--- config.mk ---
export PLATFORM = sky130hd
export DESIGN_NAME = weighted_pixel_blender_unit_flat
export DESIGN_NICKNAME = d
export VERILOG_FILES = /design/src/design/wpb_pkg.sv /design/src/design/wpb_intf.sv /design/src/design/wpb_front.sv /design/src/design/wpb_queue.sv /design/src/design/wpb_back.sv /design/src/design/weighted_pixel_blender_unit.sv /design/src/flat_wrapper.sv
export SDC_FILE = /design/constraint.sdc
export NUM_CORES = 2
export LEC_CHECK = 0
export BUFFER_PORTS_ARGS = -buffer_cell sky130_fd_sc_hd__buf_2
export CAP_MARGIN = 20
export CORE_ASPECT_RATIO = 0.7
export CORE_MARGIN = 8
export CORE_UTILIZATION = 45
export CTS_CLUSTER_SIZE = 28
export DETAILED_ROUTE_END_ITERATION = 12
export SETUP_SLACK_MARGIN = 0.4
export SYNTH_ARGS = -nofsm -noshare
export SYNTH_HDL_FRONTEND = slang
export SYNTH_SLANG_ARGS = --single-unit
--- constraint.sdc ---
create_clock -name clock -period 11.4 [get_ports clock]
set_clock_uncertainty 0.05 [all_clocks]
set_input_delay 2.28 -clock clock [delete_from_list [all_inputs] [get_ports clock]]
set_output_delay 2.28 -clock clock [all_outputs]
set_load 0.005 [all_outputs]
--- src/design/wpb_pkg.sv ---
`timescale 1ns / 1ps
`default_nettype none
// ----------------------------------------------------------------------------
// wpb_pkg
// shared types and constants of the weighted pixel blender
// ----------------------------------------------------------------------------
package wpb_pkg;

   localparam int CHAN_BITS      = 8;
   localparam int DIM_BITS       = 15;
   localparam int QUOTIENT_BITS  = 8;
   localparam int BIT_CNT_BITS   = $clog2(QUOTIENT_BITS);
   localparam int NUM_CHANNELS   = 3;
   localparam int QUEUE_DEPTH    = 4;
   localparam int QUEUE_PTR_BITS = $clog2(QUEUE_DEPTH);

   typedef logic [CHAN_BITS-1:0] chan_type;
   typedef logic [DIM_BITS-1:0]  dim_type;

   localparam chan_type ALPHA_THRESHOLD = 8'd127;
   localparam chan_type FULL_ALPHA      = 8'd255;

   // channel order inside the datapath arrays
   localparam int CH_BLUE  = 0;
   localparam int CH_GREEN = 1;
   localparam int CH_RED   = 2;

endpackage
`default_nettype wire

--- src/design/wpb_intf.sv ---
`timescale 1ns / 1ps
`default_nettype none
// ----------------------------------------------------------------------------
// wpb_intf
// valid/ready channels of the weighted pixel blender
// ----------------------------------------------------------------------------
interface wpb_req_if
   import wpb_pkg::*;
#(
   parameter int WEIGHT_BITS = 24,
   parameter int COORD_BITS  = 16
) ();
   logic                          valid;
   logic                          ready;
   chan_type                      blue;
   chan_type                      green;
   chan_type                      red;
   chan_type                      alpha;
   logic [WEIGHT_BITS-1:0]        weight;
   logic signed [COORD_BITS-1:0]  local_x;
   logic signed [COORD_BITS-1:0]  local_y;
   dim_type                       image_width;
   dim_type                       image_height;
   logic                          last_source;

   modport source (
      output valid, blue, green, red, alpha, weight, local_x, local_y,
             image_width, image_height, last_source,
      input  ready
   );
   modport sink (
      input  valid, blue, green, red, alpha, weight, local_x, local_y,
             image_width, image_height, last_source,
      output ready
   );
endinterface

interface wpb_rsp_if
   import wpb_pkg::*;
();
   logic     valid;
   logic     ready;
   chan_type out_blue;
   chan_type out_green;
   chan_type out_red;
   chan_type out_alpha;

   modport source (
      output valid, out_blue, out_green, out_red, out_alpha,
      input  ready
   );
   modport sink (
      input  valid, out_blue, out_green, out_red, out_alpha,
      output ready
   );
endinterface

interface wpb_csr_if ();
   logic valid;
   logic ready;
   logic alpha_mode;

   modport source (output valid, alpha_mode, input ready);
   modport sink (input valid, alpha_mode, output ready);
endinterface
`default_nettype wire

--- src/design/wpb_front.sv ---
`timescale 1ns / 1ps
`default_nettype none
// ----------------------------------------------------------------------------
// wpb_front
// accepts contributions, checks bounds and mode, forms weighted colors
// ----------------------------------------------------------------------------
module wpb_front
   import wpb_pkg::*;
#(
   parameter int WEIGHT_BITS = 24,
   parameter int COORD_BITS  = 16
) (
   input  logic                             clock,
   input  logic                             reset,
   wpb_req_if.sink                          req_chan,
   wpb_csr_if.sink                          csr_chan,
   output logic                             ctb_valid,
   input  logic                             ctb_ready,
   output logic [WEIGHT_BITS+CHAN_BITS-1:0] ctb_color [NUM_CHANNELS],
   output logic [WEIGHT_BITS-1:0]           ctb_weight,
   output logic                             ctb_last
);

   localparam int PW   = WEIGHT_BITS + CHAN_BITS;
   localparam int CMPW = (COORD_BITS > DIM_BITS + 1) ? COORD_BITS : DIM_BITS + 1;

   logic                   alpha_mode_ff, alpha_mode_in;
   logic                   valid_ff, valid_in;
   logic [PW-1:0]          color_ff [NUM_CHANNELS];
   logic [PW-1:0]          color_in [NUM_CHANNELS];
   logic [WEIGHT_BITS-1:0] weight_ff, weight_in;
   logic                   last_ff, last_in;

   logic                   take;
   logic signed [CMPW-1:0] x_ext, y_ext, wd_ext, ht_ext;
   logic                   in_bounds;
   logic                   counted;
   logic [WEIGHT_BITS-1:0] w_eff;
   chan_type               chan_val [NUM_CHANNELS];

   assign csr_chan.ready = 1'b1;
   assign req_chan.ready = !valid_ff || ctb_ready;
   assign take           = req_chan.valid && req_chan.ready;

   assign x_ext     = CMPW'(req_chan.local_x);
   assign y_ext     = CMPW'(req_chan.local_y);
   assign wd_ext    = $signed(CMPW'(req_chan.image_width));
   assign ht_ext    = $signed(CMPW'(req_chan.image_height));
   assign in_bounds = !x_ext[CMPW-1] && (x_ext < wd_ext) &&
                      !y_ext[CMPW-1] && (y_ext < ht_ext);

   assign counted = in_bounds && (!alpha_mode_ff || (req_chan.alpha > ALPHA_THRESHOLD));
   assign w_eff   = !counted ? '0 :
                    alpha_mode_ff ? WEIGHT_BITS'(1) : req_chan.weight;

   assign chan_val[CH_BLUE]  = req_chan.blue;
   assign chan_val[CH_GREEN] = req_chan.green;
   assign chan_val[CH_RED]   = req_chan.red;

   always_comb begin
      alpha_mode_in = alpha_mode_ff;
      valid_in      = valid_ff;
      weight_in     = weight_ff;
      last_in       = last_ff;
      color_in      = color_ff;
      if (csr_chan.valid) begin
         alpha_mode_in = csr_chan.alpha_mode;
      end
      if (take) begin
         valid_in  = 1'b1;
         weight_in = w_eff;
         last_in   = req_chan.last_source;
         for (int c = 0; c < NUM_CHANNELS; c++) begin
            color_in[c] = PW'(w_eff) * PW'(chan_val[c]);
         end
      end else if (ctb_ready) begin
         valid_in = 1'b0;
      end
   end

   always_ff @(posedge clock) begin
      if (reset) begin
         alpha_mode_ff <= 1'b0;
         valid_ff      <= 1'b0;
      end else begin
         alpha_mode_ff <= alpha_mode_in;
         valid_ff      <= valid_in;
      end
      weight_ff <= weight_in;
      last_ff   <= last_in;
      color_ff  <= color_in;
   end

   assign ctb_valid  = valid_ff;
   assign ctb_color  = color_ff;
   assign ctb_weight = weight_ff;
   assign ctb_last   = last_ff;

endmodule
`default_nettype wire

--- src/design/wpb_queue.sv ---
`timescale 1ns / 1ps
`default_nettype none
// ----------------------------------------------------------------------------
// wpb_queue
// short first-in first-out queue between front and back
// ----------------------------------------------------------------------------
module wpb_queue
   import wpb_pkg::*;
#(
   parameter int WIDTH = 8
) (
   input  logic             clock,
   input  logic             reset,
   input  logic             push_valid,
   output logic             push_ready,
   input  logic [WIDTH-1:0] push_data,
   output logic             pop_valid,
   input  logic             pop_ready,
   output logic [WIDTH-1:0] pop_data
);

   logic [WIDTH-1:0]          slot_ff [QUEUE_DEPTH];
   logic [QUEUE_PTR_BITS-1:0] wr_ptr_ff, wr_ptr_in;
   logic [QUEUE_PTR_BITS-1:0] rd_ptr_ff, rd_ptr_in;
   logic [QUEUE_PTR_BITS:0]   count_ff, count_in;
   logic                      push, pop;

   assign push_ready = count_ff != (QUEUE_PTR_BITS+1)'(QUEUE_DEPTH);
   assign pop_valid  = count_ff != '0;
   assign push       = push_valid && push_ready;
   assign pop        = pop_valid && pop_ready;
   assign pop_data   = slot_ff[rd_ptr_ff];

   always_comb begin
      wr_ptr_in = push ? wr_ptr_ff + QUEUE_PTR_BITS'(1) : wr_ptr_ff;
      rd_ptr_in = pop ? rd_ptr_ff + QUEUE_PTR_BITS'(1) : rd_ptr_ff;
      count_in  = count_ff;
      if (push && !pop) begin
         count_in = count_ff + (QUEUE_PTR_BITS+1)'(1);
      end else if (pop && !push) begin
         count_in = count_ff - (QUEUE_PTR_BITS+1)'(1);
      end
   end

   always_ff @(posedge clock) begin
      if (reset) begin
         wr_ptr_ff <= '0;
         rd_ptr_ff <= '0;
         count_ff  <= '0;
      end else begin
         wr_ptr_ff <= wr_ptr_in;
         rd_ptr_ff <= rd_ptr_in;
         count_ff  <= count_in;
      end
      if (push) begin
         slot_ff[wr_ptr_ff] <= push_data;
      end
   end

endmodule
`default_nettype wire

--- src/design/wpb_back.sv ---
`timescale 1ns / 1ps
`default_nettype none
// ----------------------------------------------------------------------------
// wpb_back
// saturating accumulation and per-pixel rounded division
// ----------------------------------------------------------------------------
module wpb_back
   import wpb_pkg::*;
#(
   parameter int WEIGHT_BITS = 24,
   parameter int MAX_SOURCES = 8
) (
   input  logic                             clock,
   input  logic                             reset,
   input  logic                             ctb_valid,
   output logic                             ctb_ready,
   input  logic [WEIGHT_BITS+CHAN_BITS-1:0] ctb_color [NUM_CHANNELS],
   input  logic [WEIGHT_BITS-1:0]           ctb_weight,
   input  logic                             ctb_last,
   wpb_rsp_if.source                        rsp_chan
);

   localparam int SB = $clog2(MAX_SOURCES);
   localparam int CW = WEIGHT_BITS + CHAN_BITS + SB;
   localparam int TW = WEIGHT_BITS + SB;
   localparam int NW = CW + 2;

   localparam logic [1:0] ST_ACCUM = 2'd0;
   localparam logic [1:0] ST_PREP  = 2'd1;
   localparam logic [1:0] ST_DIV   = 2'd2;
   localparam logic [1:0] ST_OUT   = 2'd3;

   logic [1:0]              state_ff, state_in;
   logic [CW-1:0]           total_ff [NUM_CHANNELS];
   logic [CW-1:0]           total_in [NUM_CHANNELS];
   logic [TW-1:0]           wtotal_ff, wtotal_in;
   logic [NW-1:0]           rem_ff [NUM_CHANNELS];
   logic [NW-1:0]           rem_in [NUM_CHANNELS];
   logic [NW-1:0]           dsh_ff, dsh_in;
   chan_type                q_ff [NUM_CHANNELS];
   chan_type                q_in [NUM_CHANNELS];
   logic [NUM_CHANNELS-1:0] clamp_ff, clamp_in;
   logic                    zero_ff, zero_in;
   logic [BIT_CNT_BITS-1:0] bit_ff, bit_in;

   logic [CW:0]             color_sum [NUM_CHANNELS];
   logic [CW-1:0]           color_sat [NUM_CHANNELS];
   logic [TW:0]             w_sum;
   logic [TW-1:0]           w_sat;
   logic [NW-1:0]           numer [NUM_CHANNELS];
   logic [NW-1:0]           denom;
   logic [NW-1:0]           limit;
   logic [NW-1:0]           trial [NUM_CHANNELS];
   logic [NUM_CHANNELS-1:0] take;
   chan_type                result [NUM_CHANNELS];

   always_comb begin
      for (int c = 0; c < NUM_CHANNELS; c++) begin
         color_sum[c] = {1'b0, total_ff[c]} + (CW+1)'(ctb_color[c]);
         color_sat[c] = color_sum[c][CW] ? '1 : color_sum[c][CW-1:0];
         numer[c]     = NW'({total_ff[c], 1'b0}) + NW'(wtotal_ff);
         trial[c]     = rem_ff[c] - dsh_ff;
         take[c]      = rem_ff[c] >= dsh_ff;
         result[c]    = zero_ff ? '0 : (clamp_ff[c] ? FULL_ALPHA : q_ff[c]);
      end
      w_sum = {1'b0, wtotal_ff} + (TW+1)'(ctb_weight);
      w_sat = w_sum[TW] ? '1 : w_sum[TW-1:0];
      denom = NW'({wtotal_ff, 1'b0});
      limit = denom << QUOTIENT_BITS;
   end

   always_comb begin
      state_in  = state_ff;
      total_in  = total_ff;
      wtotal_in = wtotal_ff;
      rem_in    = rem_ff;
      dsh_in    = dsh_ff;
      q_in      = q_ff;
      clamp_in  = clamp_ff;
      zero_in   = zero_ff;
      bit_in    = bit_ff;
      unique case (state_ff)
         ST_ACCUM: begin
            if (ctb_valid) begin
               total_in  = color_sat;
               wtotal_in = w_sat;
               if (ctb_last) begin
                  state_in = ST_PREP;
               end
            end
         end
         ST_PREP: begin
            for (int c = 0; c < NUM_CHANNELS; c++) begin
               rem_in[c]   = numer[c];
               clamp_in[c] = numer[c] >= limit;
               q_in[c]     = '0;
               total_in[c] = '0;
            end
            zero_in   = wtotal_ff == '0;
            dsh_in    = denom << (QUOTIENT_BITS - 1);
            bit_in    = BIT_CNT_BITS'(QUOTIENT_BITS - 1);
            wtotal_in = '0;
            state_in  = ST_DIV;
         end
         ST_DIV: begin
            for (int c = 0; c < NUM_CHANNELS; c++) begin
               if (take[c]) begin
                  rem_in[c] = trial[c];
               end
               q_in[c] = {q_ff[c][CHAN_BITS-2:0], take[c]};
            end
            dsh_in = dsh_ff >> 1;
            bit_in = bit_ff - BIT_CNT_BITS'(1);
            if (bit_ff == '0) begin
               state_in = ST_OUT;
            end
         end
         ST_OUT: begin
            if (rsp_chan.ready) begin
               state_in = ST_ACCUM;
            end
         end
         default: begin
            state_in = ST_ACCUM;
         end
      endcase
   end

   always_ff @(posedge clock) begin
      if (reset) begin
         state_ff  <= ST_ACCUM;
         total_ff  <= '{default: '0};
         wtotal_ff <= '0;
      end else begin
         state_ff  <= state_in;
         total_ff  <= total_in;
         wtotal_ff <= wtotal_in;
      end
      rem_ff   <= rem_in;
      dsh_ff   <= dsh_in;
      q_ff     <= q_in;
      clamp_ff <= clamp_in;
      zero_ff  <= zero_in;
      bit_ff   <= bit_in;
   end

   assign ctb_ready          = state_ff == ST_ACCUM;
   assign rsp_chan.valid     = state_ff == ST_OUT;
   assign rsp_chan.out_blue  = result[CH_BLUE];
   assign rsp_chan.out_green = result[CH_GREEN];
   assign rsp_chan.out_red   = result[CH_RED];
   assign rsp_chan.out_alpha = zero_ff ? '0 : FULL_ALPHA;

endmodule
`default_nettype wire

--- src/design/weighted_pixel_blender_unit.sv ---
`timescale 1ns / 1ps
`default_nettype none
// ----------------------------------------------------------------------------
// weighted_pixel_blender_unit
// feather-weighted average of one output pixel over its source contributions
// ----------------------------------------------------------------------------
// req_chan takes one contribution per transaction (BGRA, weight, local
// coordinates, image size, last_source). rsp_chan gives one blended BGRA
// pixel per run, on the transaction marked last_source. csr_chan writes
// alpha_mode and is always ready; write it only while the block is idle.
// The front stage checks bounds and mode and registers weight times color,
// then passes the transaction through a four-entry queue to the back stage.
// Throughput: one contribution per cycle while the back stage accumulates.
// A last contribution holds the back stage through accumulate, operand
// setup, 8 restoring division steps and result, shared by all three
// channels; the queue keeps accepting meanwhile until it fills.
// The result stays on rsp_chan until taken; while the receiver stalls the
// back stage waits and the front fills the queue, then drops req ready.
// Reset clears the totals, the queue and alpha_mode (mask mode).
// ----------------------------------------------------------------------------
module weighted_pixel_blender_unit
   import wpb_pkg::*;
#(
   parameter int MAX_SOURCES = 8,
   parameter int WEIGHT_BITS = 24,
   parameter int COORD_BITS  = 16
) (
   input  logic      clock,
   input  logic      reset,
   wpb_req_if.sink   req_chan,
   wpb_rsp_if.source rsp_chan,
   wpb_csr_if.sink   csr_chan
);

   localparam int PW = WEIGHT_BITS + CHAN_BITS;
   localparam int QW = 1 + WEIGHT_BITS + NUM_CHANNELS * PW;

   logic                   f_valid, f_ready;
   logic [PW-1:0]          f_color [NUM_CHANNELS];
   logic [WEIGHT_BITS-1:0] f_weight;
   logic                   f_last;
   logic [QW-1:0]          f_data;

   logic                   b_valid, b_ready;
   logic [QW-1:0]          b_data;
   logic [PW-1:0]          b_color [NUM_CHANNELS];
   logic [WEIGHT_BITS-1:0] b_weight;
   logic                   b_last;

   wpb_front #(
      .WEIGHT_BITS (WEIGHT_BITS),
      .COORD_BITS  (COORD_BITS)
   ) u_front (
      .clock      (clock),
      .reset      (reset),
      .req_chan   (req_chan),
      .csr_chan   (csr_chan),
      .ctb_valid  (f_valid),
      .ctb_ready  (f_ready),
      .ctb_color  (f_color),
      .ctb_weight (f_weight),
      .ctb_last   (f_last)
   );

   assign f_data = {f_last, f_weight, f_color[CH_RED], f_color[CH_GREEN], f_color[CH_BLUE]};

   wpb_queue #(
      .WIDTH (QW)
   ) u_queue (
      .clock      (clock),
      .reset      (reset),
      .push_valid (f_valid),
      .push_ready (f_ready),
      .push_data  (f_data),
      .pop_valid  (b_valid),
      .pop_ready  (b_ready),
      .pop_data   (b_data)
   );

   assign b_color[CH_BLUE]  = b_data[PW-1:0];
   assign b_color[CH_GREEN] = b_data[2*PW-1:PW];
   assign b_color[CH_RED]   = b_data[3*PW-1:2*PW];
   assign b_weight          = b_data[3*PW+WEIGHT_BITS-1:3*PW];
   assign b_last            = b_data[QW-1];

   wpb_back #(
      .WEIGHT_BITS (WEIGHT_BITS),
      .MAX_SOURCES (MAX_SOURCES)
   ) u_back (
      .clock      (clock),
      .reset      (reset),
      .ctb_valid  (b_valid),
      .ctb_ready  (b_ready),
      .ctb_color  (b_color),
      .ctb_weight (b_weight),
      .ctb_last   (b_last),
      .rsp_chan   (rsp_chan)
   );

endmodule
`default_nettype wire

--- src/flat_wrapper.sv ---
// flat-port wrapper written by rule: the top's interface ports become plain ports
module weighted_pixel_blender_unit_flat import wpb_pkg::*;
#(
   parameter int MAX_SOURCES = 8,
   parameter int WEIGHT_BITS = 24,
   parameter int COORD_BITS  = 16
)
  (clock, reset, req_chan_valid, req_chan_blue, req_chan_green, req_chan_red, req_chan_alpha, req_chan_weight, req_chan_local_x, req_chan_local_y, req_chan_image_width, req_chan_image_height, req_chan_last_source, req_chan_ready, rsp_chan_valid, rsp_chan_out_blue, rsp_chan_out_green, rsp_chan_out_red, rsp_chan_out_alpha, rsp_chan_ready, csr_chan_valid, csr_chan_alpha_mode, csr_chan_ready);
  wpb_req_if #(.WEIGHT_BITS(WEIGHT_BITS), .COORD_BITS(COORD_BITS)) req_chan_i ();
  wpb_rsp_if rsp_chan_i ();
  wpb_csr_if csr_chan_i ();
  input  logic clock;
  input  logic reset;
  input wire logic [$bits(req_chan_i.valid)-1:0] req_chan_valid;
  input wire logic [$bits(req_chan_i.blue)-1:0] req_chan_blue;
  input wire logic [$bits(req_chan_i.green)-1:0] req_chan_green;
  input wire logic [$bits(req_chan_i.red)-1:0] req_chan_red;
  input wire logic [$bits(req_chan_i.alpha)-1:0] req_chan_alpha;
  input wire logic [$bits(req_chan_i.weight)-1:0] req_chan_weight;
  input wire logic [$bits(req_chan_i.local_x)-1:0] req_chan_local_x;
  input wire logic [$bits(req_chan_i.local_y)-1:0] req_chan_local_y;
  input wire logic [$bits(req_chan_i.image_width)-1:0] req_chan_image_width;
  input wire logic [$bits(req_chan_i.image_height)-1:0] req_chan_image_height;
  input wire logic [$bits(req_chan_i.last_source)-1:0] req_chan_last_source;
  output wire logic [$bits(req_chan_i.ready)-1:0] req_chan_ready;
  output wire logic [$bits(rsp_chan_i.valid)-1:0] rsp_chan_valid;
  output wire logic [$bits(rsp_chan_i.out_blue)-1:0] rsp_chan_out_blue;
  output wire logic [$bits(rsp_chan_i.out_green)-1:0] rsp_chan_out_green;
  output wire logic [$bits(rsp_chan_i.out_red)-1:0] rsp_chan_out_red;
  output wire logic [$bits(rsp_chan_i.out_alpha)-1:0] rsp_chan_out_alpha;
  input wire logic [$bits(rsp_chan_i.ready)-1:0] rsp_chan_ready;
  input wire logic [$bits(csr_chan_i.valid)-1:0] csr_chan_valid;
  input wire logic [$bits(csr_chan_i.alpha_mode)-1:0] csr_chan_alpha_mode;
  output wire logic [$bits(csr_chan_i.ready)-1:0] csr_chan_ready;
  assign req_chan_i.valid = req_chan_valid;
  assign req_chan_i.blue = req_chan_blue;
  assign req_chan_i.green = req_chan_green;
  assign req_chan_i.red = req_chan_red;
  assign req_chan_i.alpha = req_chan_alpha;
  assign req_chan_i.weight = req_chan_weight;
  assign req_chan_i.local_x = req_chan_local_x;
  assign req_chan_i.local_y = req_chan_local_y;
  assign req_chan_i.image_width = req_chan_image_width;
  assign req_chan_i.image_height = req_chan_image_height;
  assign req_chan_i.last_source = req_chan_last_source;
  assign req_chan_ready = req_chan_i.ready;
  assign rsp_chan_valid = rsp_chan_i.valid;
  assign rsp_chan_out_blue = rsp_chan_i.out_blue;
  assign rsp_chan_out_green = rsp_chan_i.out_green;
  assign rsp_chan_out_red = rsp_chan_i.out_red;
  assign rsp_chan_out_alpha = rsp_chan_i.out_alpha;
  assign rsp_chan_i.ready = rsp_chan_ready;
  assign csr_chan_i.valid = csr_chan_valid;
  assign csr_chan_i.alpha_mode = csr_chan_alpha_mode;
  assign csr_chan_ready = csr_chan_i.ready;
  weighted_pixel_blender_unit #(.MAX_SOURCES(MAX_SOURCES), .WEIGHT_BITS(WEIGHT_BITS), .COORD_BITS(COORD_BITS)) u_core (.clock(clock), .reset(reset), .req_chan(req_chan_i), .rsp_chan(rsp_chan_i), .csr_chan(csr_chan_i));
endmodule
* Word level (Yosys, flattened, before mapping)
Memories as Yosys holds them, arrays and structs flattened. A register that Yosys moved wholly into a read port is not among the register bits.
Index checks and enable logic that the tools add are counted.
Widths: inputs -> output; s select.
** Storage, ports and cells
- Bits in registers :: 443
- RAM bits :: 484
- Input port bits :: 125
- Output and inout port bits :: 35
- Logic and storage cells :: 131
- Memories :: 1
** Operators by class
- Add/sub/neg operators :: 15
- Multiply operators :: 3
- $lt $le $gt $ge :: 9
- Equal/unequal tests :: 11
- Mux-type cells :: 37
- Reduce and logical (&&, ||, !) cells :: 30
** Memories
- u_core.u_queue.slot_ff :: words 4, width 121, rd ports 1, clocked after Yosys merged registers in 1, write ports 1, line wpb_queue.sv:22 : logic [WIDTH-1:0] slot_ff [QUEUE_DEPTH];
** Operators by type and width (number)
- $pmux 111 s2 :: 1
- $pmux 105 s2 :: 1
- $add 36x27->37 :: 3
- $ge 37x36->1 :: 3
- $ge 37x37->1 :: 3
- $mux 37 :: 3
- $sub 37x37->37 :: 3
- $add 35x32->36 :: 3
- $mux 105 :: 1
- $mux 35 :: 3
- $mul 24x8->32 :: 3
- $pmux 37 s2 :: 1
- $mux 8 :: 7
- $mux 27 :: 2
- $pmux 27 s2 :: 1
- $mux 24 :: 2
- $pmux 24 s2 :: 1
- $lt 16x16->1 :: 2
- $add 27x24->28 :: 1
- $logic_not 27->1 :: 1
- $mux 2 :: 6
- $ne 2x2->1 const B :: 5
- $logic_and 1x1->1 :: 9
- $gt 8x7->1 const B :: 1
- other kinds (19) :: 39

* Depth between registers and ports, before layout
- Depth after elaboration :: 7
- Depth in mapped cells :: 32
- Mapped depth without buffers :: 30

* Hierarchy
Synthesis repeated with hierarchy kept, for this count alone.
** Second synthesis, totals
- Cells, all modules :: 7199
- Area total of the unflattened synthesis :: 74686.6 sq um
** Modules (own cells, without submodules)
- wpb_back :: times used 1, cells each 3612, area each 30031.3 sq um, seq. area each 7997.7 sq um
- wpb_front :: times used 1, cells each 2907, area each 26636.8 sq um, seq. area each 3673.5 sq um
- wpb_queue :: times used 1, cells each 680, area each 18018.5 sq um, seq. area each 14714.1 sq um

* Least setup slack after synthesis
No wires, ideal clock.
- Path type :: input-to-reg
- Start point :: input port req_chan_image_width[1]
- End point :: register u_core.u_front.color_ff (netlist bit u_core.u_front.ctb_color[63]) (data pin)
- Setup time :: 0.260 ns
- Data arrival time :: 8.917 ns
- Data required time :: 11.090 ns
- Path slack :: 2.173 ns
- Stages on the path :: 31
- Path buffers :: 2
- Path through :: inv_1 -> ha_1 -> a21o_1 -> a21o_1 -> a21o_1 -> a21o_1 -> a21o_1 -> a211oi_2 -> o21ai_2 -> a21oi_2 -> buf_2 -> buf_2 -> nand3_1 -> fa_1 -> fa_1 -> inv_1 -> fa_1 -> inv_1 -> fa_1 -> inv_1 -> ha_1 -> o21a_1 -> o31a_1 -> o31ai_4 -> a31oi_2 -> o311a_4 -> o32ai_4 -> o211ai_2 -> a221o_1 -> a21oi_2 -> xnor2_1
** Between the ends
- Word-level cells in the longest chain between the ends :: 7
** RTL lines
- start, declared :: line flat_wrapper.sv:22 : input wire logic [$bits(req_chan_i.image_width)-1:0] req_chan_image_width;
- $lt 16x16->1 :: line wpb_front.sv:49 : assign in_bounds = !x_ext[CMPW-1] && (x_ext < wd_ext) &&
- $logic_and 1x1->1 (2 in series) :: line wpb_front.sv:49
- $logic_and 1x1->1 :: line wpb_front.sv:50 : !y_ext[CMPW-1] && (y_ext < ht_ext);
- $logic_and 1x1->1 :: line wpb_front.sv:52 : assign counted = in_bounds && (!alpha_mode_ff || (req_chan.alpha > ALPHA_THRESHOLD));
- $mux 24 :: line wpb_front.sv:53 : assign w_eff = !counted ? '0 :
- $mul 24x8->32 :: line wpb_front.sv:74 : color_in[c] = PW'(w_eff) * PW'(chan_val[c]);
- end signal, assigned :: line wpb_front.sv:91 : color_ff <= color_in;
- end, declared :: line wpb_front.sv:29 : logic [PW-1:0] color_ff [NUM_CHANNELS];
Every way passes these cells.
A chain may end at the register's enable or synchronous reset.

* Final worst setup path
- Start point :: input port req_chan_image_width[1]
- End point :: register u_core.u_front.color_ff (netlist bit u_core.u_front.ctb_color[94]) (data pin)
The elaborated chain is that of the path after synthesis.

==> results.cfg <==
[outcome]
outcome = finished, final reports clean

[global_routing]
grt_pass1_wl_um = 312000
overflow = 0
grt_pass1_vias = 51500
antenna_found_initial = 17
grt_max_degree = 95
grtUsageTotal_pct = 23.2

[logic_synthesis]
synth_seq_cells = 927
yosysMostFrequentCell = edfxtp_1
syn_area_per_cell_um2 = 10.6
synthTopCellsByArea = edfxtp_1 (33%), fa_1 (12%), ha_1 (10%)
synthArstFlopShare_pct = 0
synth_ff_type = edfxtp_1
synth_common_cells = edfxtp_1 (782), inv_1 (581), ha_1 (579), nand2_1 (438), a21oi_1 (436)
yosysWarningCount = 0
ys_types = 95
synth_edf_count = 782
netlist_instances = 6658
syn_area_mm2 = 0.0708
yosysSeqAreaShare_pct = 37.2
synthesis.nets = 7769
yosys.area.top_type = edfxtp_1
synth.top_cell.area_share_pct = 33.1

[timing]
tightestPinTransition_ps = 1100
rsz0062_at_grt = no
slew_violations = 0
relSlewSlack_pct = 26.5
period_needed_ps = 9910
hold_violations = 0
fmax_mhz = 101
finalSetupViolations = 0
setup_ws_ps = 1490
setup_tns_ps = 0
post-route-period-util_pct = 86.9

[floorplanning]
initial_core_util_pct = 45.4
die-height_um = 348
dieArea_mm2 = 0.171
die_w_um = 490
num_rows = 121
io_pins = 160
core-area_mm2 = 0.156

[detailed_routing]
final_antenna_net_count = 0
wl_um = 202000
firstDrtPassIters = 5
viasPerCell = 5.85
wl_per_cell_um = 22.8
drc = 0
drt_iter0_drc = 5050
vias = 51800

[hold_path]
hold_depth = 2
hold_path.class = reg -> reg
holdPathEnd = u_core.u_back.total_ff[42]$_SDFFE_PP0P_
min_from = u_core.u_back.total_ff[42]$_SDFFE_PP0P_

[clock_tree]
clock-sinks = 927
cts-buffers-inserted = 89
clk_latency_ps = 720
cts_setup_buffers = 0
postCtsHoldBufs = 0
cts_tree = yes
clk_pin_slew_ps = 70
cts_max_level = 3
post_cts_resized = 0
root_buffer = clkbuf_16
cts_buffer_depth = 3

[setup_path]
cp.arrival_ps = 10290
startpoint_type = primary input
critPathMaxFanout = 44
critical_path.most_common_cell = a21o_1
r2r_cells = 25
worstPathRequired_ps = 11790
critical_path_class = in -> reg
max_stage_delay_ps = 830
critPathCaptureType = flip-flop
crit_slowest_cell = a21oi_4
r2r-end = u_core.u_front.ctb_color[94]$_DFFE_PP_
rrSetupSlack_ps = 3480
r2r_start = u_core.u_front.alpha_mode_ff$_SDFFE_PP0P_

[power_and_ir_drop]
power.density_mw_per_mm2 = 248
power.leakage_nw = 33.8
vdd_ir_drop_max_mv = 0.167

[placed_design]
hpwl_um = 151000
io_buffers = 151
dp_slack_ps = 830
place_congestion = 0.923

[layout]
fin_util_pct = 49.3
nets = 7805
syn_to_final_growth_pct = 8.56
drive_gt1_share_pct = 9.14

[flow_run]
maxCapViolations = 0
power by group:
| group | total [mW] | switching (mW) | internal, mW |
|---|---|---|---|
| combinational | 10.7 | 6.52 | 4.20 |
| clock | 3.06 | 1.37 | 1.69 |
| sequential | 5.31 | 0.662 | 4.65 |
cell type report:
class	instances	area [um^2]
clock buffers	115	2440
clock inverters	52	581
well taps	2091	2620
repair buffers	240	1460
flip-flops and latches	927	26400
multi-input cells	4854	41200
inverters	582	2180
fillers	14200	79000
diodes	4	10.0
sequential cells by signal (all words and copies together) (netlist names), 3 cells and up, named ones only:
name                       flops
u_core.u_back.wtotal_ff       27
u_core.u_back.rem_ff         111
u_core.u_front.ctb_color      96
u_core.u_queue.slot_ff       484
u_core.u_back.clamp_ff         3
u_core.u_back.total_ff       105
u_core.u_queue.count_ff        3
u_core.u_back.dsh_ff          35
u_core.u_back.q_ff            24
u_core.u_front.ctb_weight     24
u_core.u_back.bit_ff           3
cells by family after synthesis:
kind of cell	count (synthesis)	synth area share, %
AOI/OAI and AO/OA	1449	13.1
xor gates and xnor gates	365	4.51
adders and majority gates	986	21.7
buffers and inverters	877	4.74
DFF	927	37.2
muxes	188	4.89
other	1	0.00529
and+or+nand+nor	1865	13.8
layer usage:
metal  GRT usage [%]  wire length (um)  vias up
met5               0                 0        -
met4            4.47              3500        0
met3            4.33             14900      226
met2            35.5             87800     1634
met1            34.5             95800    25900
li1                -                 -    24100
stage by stage:
stage / hold slack [ps] / power [mW] / instance area, um^2 / cells
CTS: 421 / 19.0 / 76900 / 8861
detailed placement: 410 / 15.8 / 73900 / 8694
global route: 441 / 20.4 / 76900 / 8861
global placement: 412 / 15.7 / 73900 / 8694
finish: 424 / 19.1 / 76900 / 8865
floorplan: 389 / 12.8 / 70800 / 6658
worst max-delay path: cells and delay by family:
kind                       cells  cell delay [ps]
AOI/OAI and AO/OA             17             4360
adders and majority gates      6             2530
buffers and inverters          5              660
and+or+nand+nor                1              240
xor gates and xnor gates       1              160
how the worst max path moves through the flow:
| stage | start | end | slack (ps) | cells past startpoint |
|---|---|---|---|---|
| after CTS | req_chan_image_width[1] | u_core.u_front.ctb_color[94]$_DFFE_PP_ | 1560 | 30 |
| after floorplan | req_chan_image_width[1] | u_core.u_front.ctb_color[63]$_DFFE_PP_ | 2170 | 31 |
| after global routing | req_chan_image_width[1] | u_core.u_front.ctb_color[94]$_DFFE_PP_ | 980 | 30 |
| after global placement | req_chan_image_width[1] | u_core.u_front.ctb_color[94]$_DFFE_PP_ | 910 | 30 |
| after detailed placement | req_chan_image_width[1] | u_core.u_front.ctb_color[94]$_DFFE_PP_ | 830 | 30 |
| final | req_chan_image_width[1] | u_core.u_front.ctb_color[94]$_DFFE_PP_ | 1490 | 30 |
cell usage in the layout, fill, tap and decap left out, types with 54 or more instances in the layout:
cell type	count
mux4_2	121
dfxtp_1	143
a21oi_1	435
o21a_1	70
nor3_1	71
fa_1	407
nand4_1	79
nor2b_1	84
a21o_1	192
nor2_1	301
clkbuf_16	90
and3_1	289
buf_4	86
xnor2_1	231
and4_1	71
o21ai_0	338
xor2_1	134
inv_1	580
buf_2	151
nand3_1	171
and2_1	205
edfxtp_1	782
ha_1	577
nand2_1	438
nand2b_1	54
(Power assumes the default switching activity.)
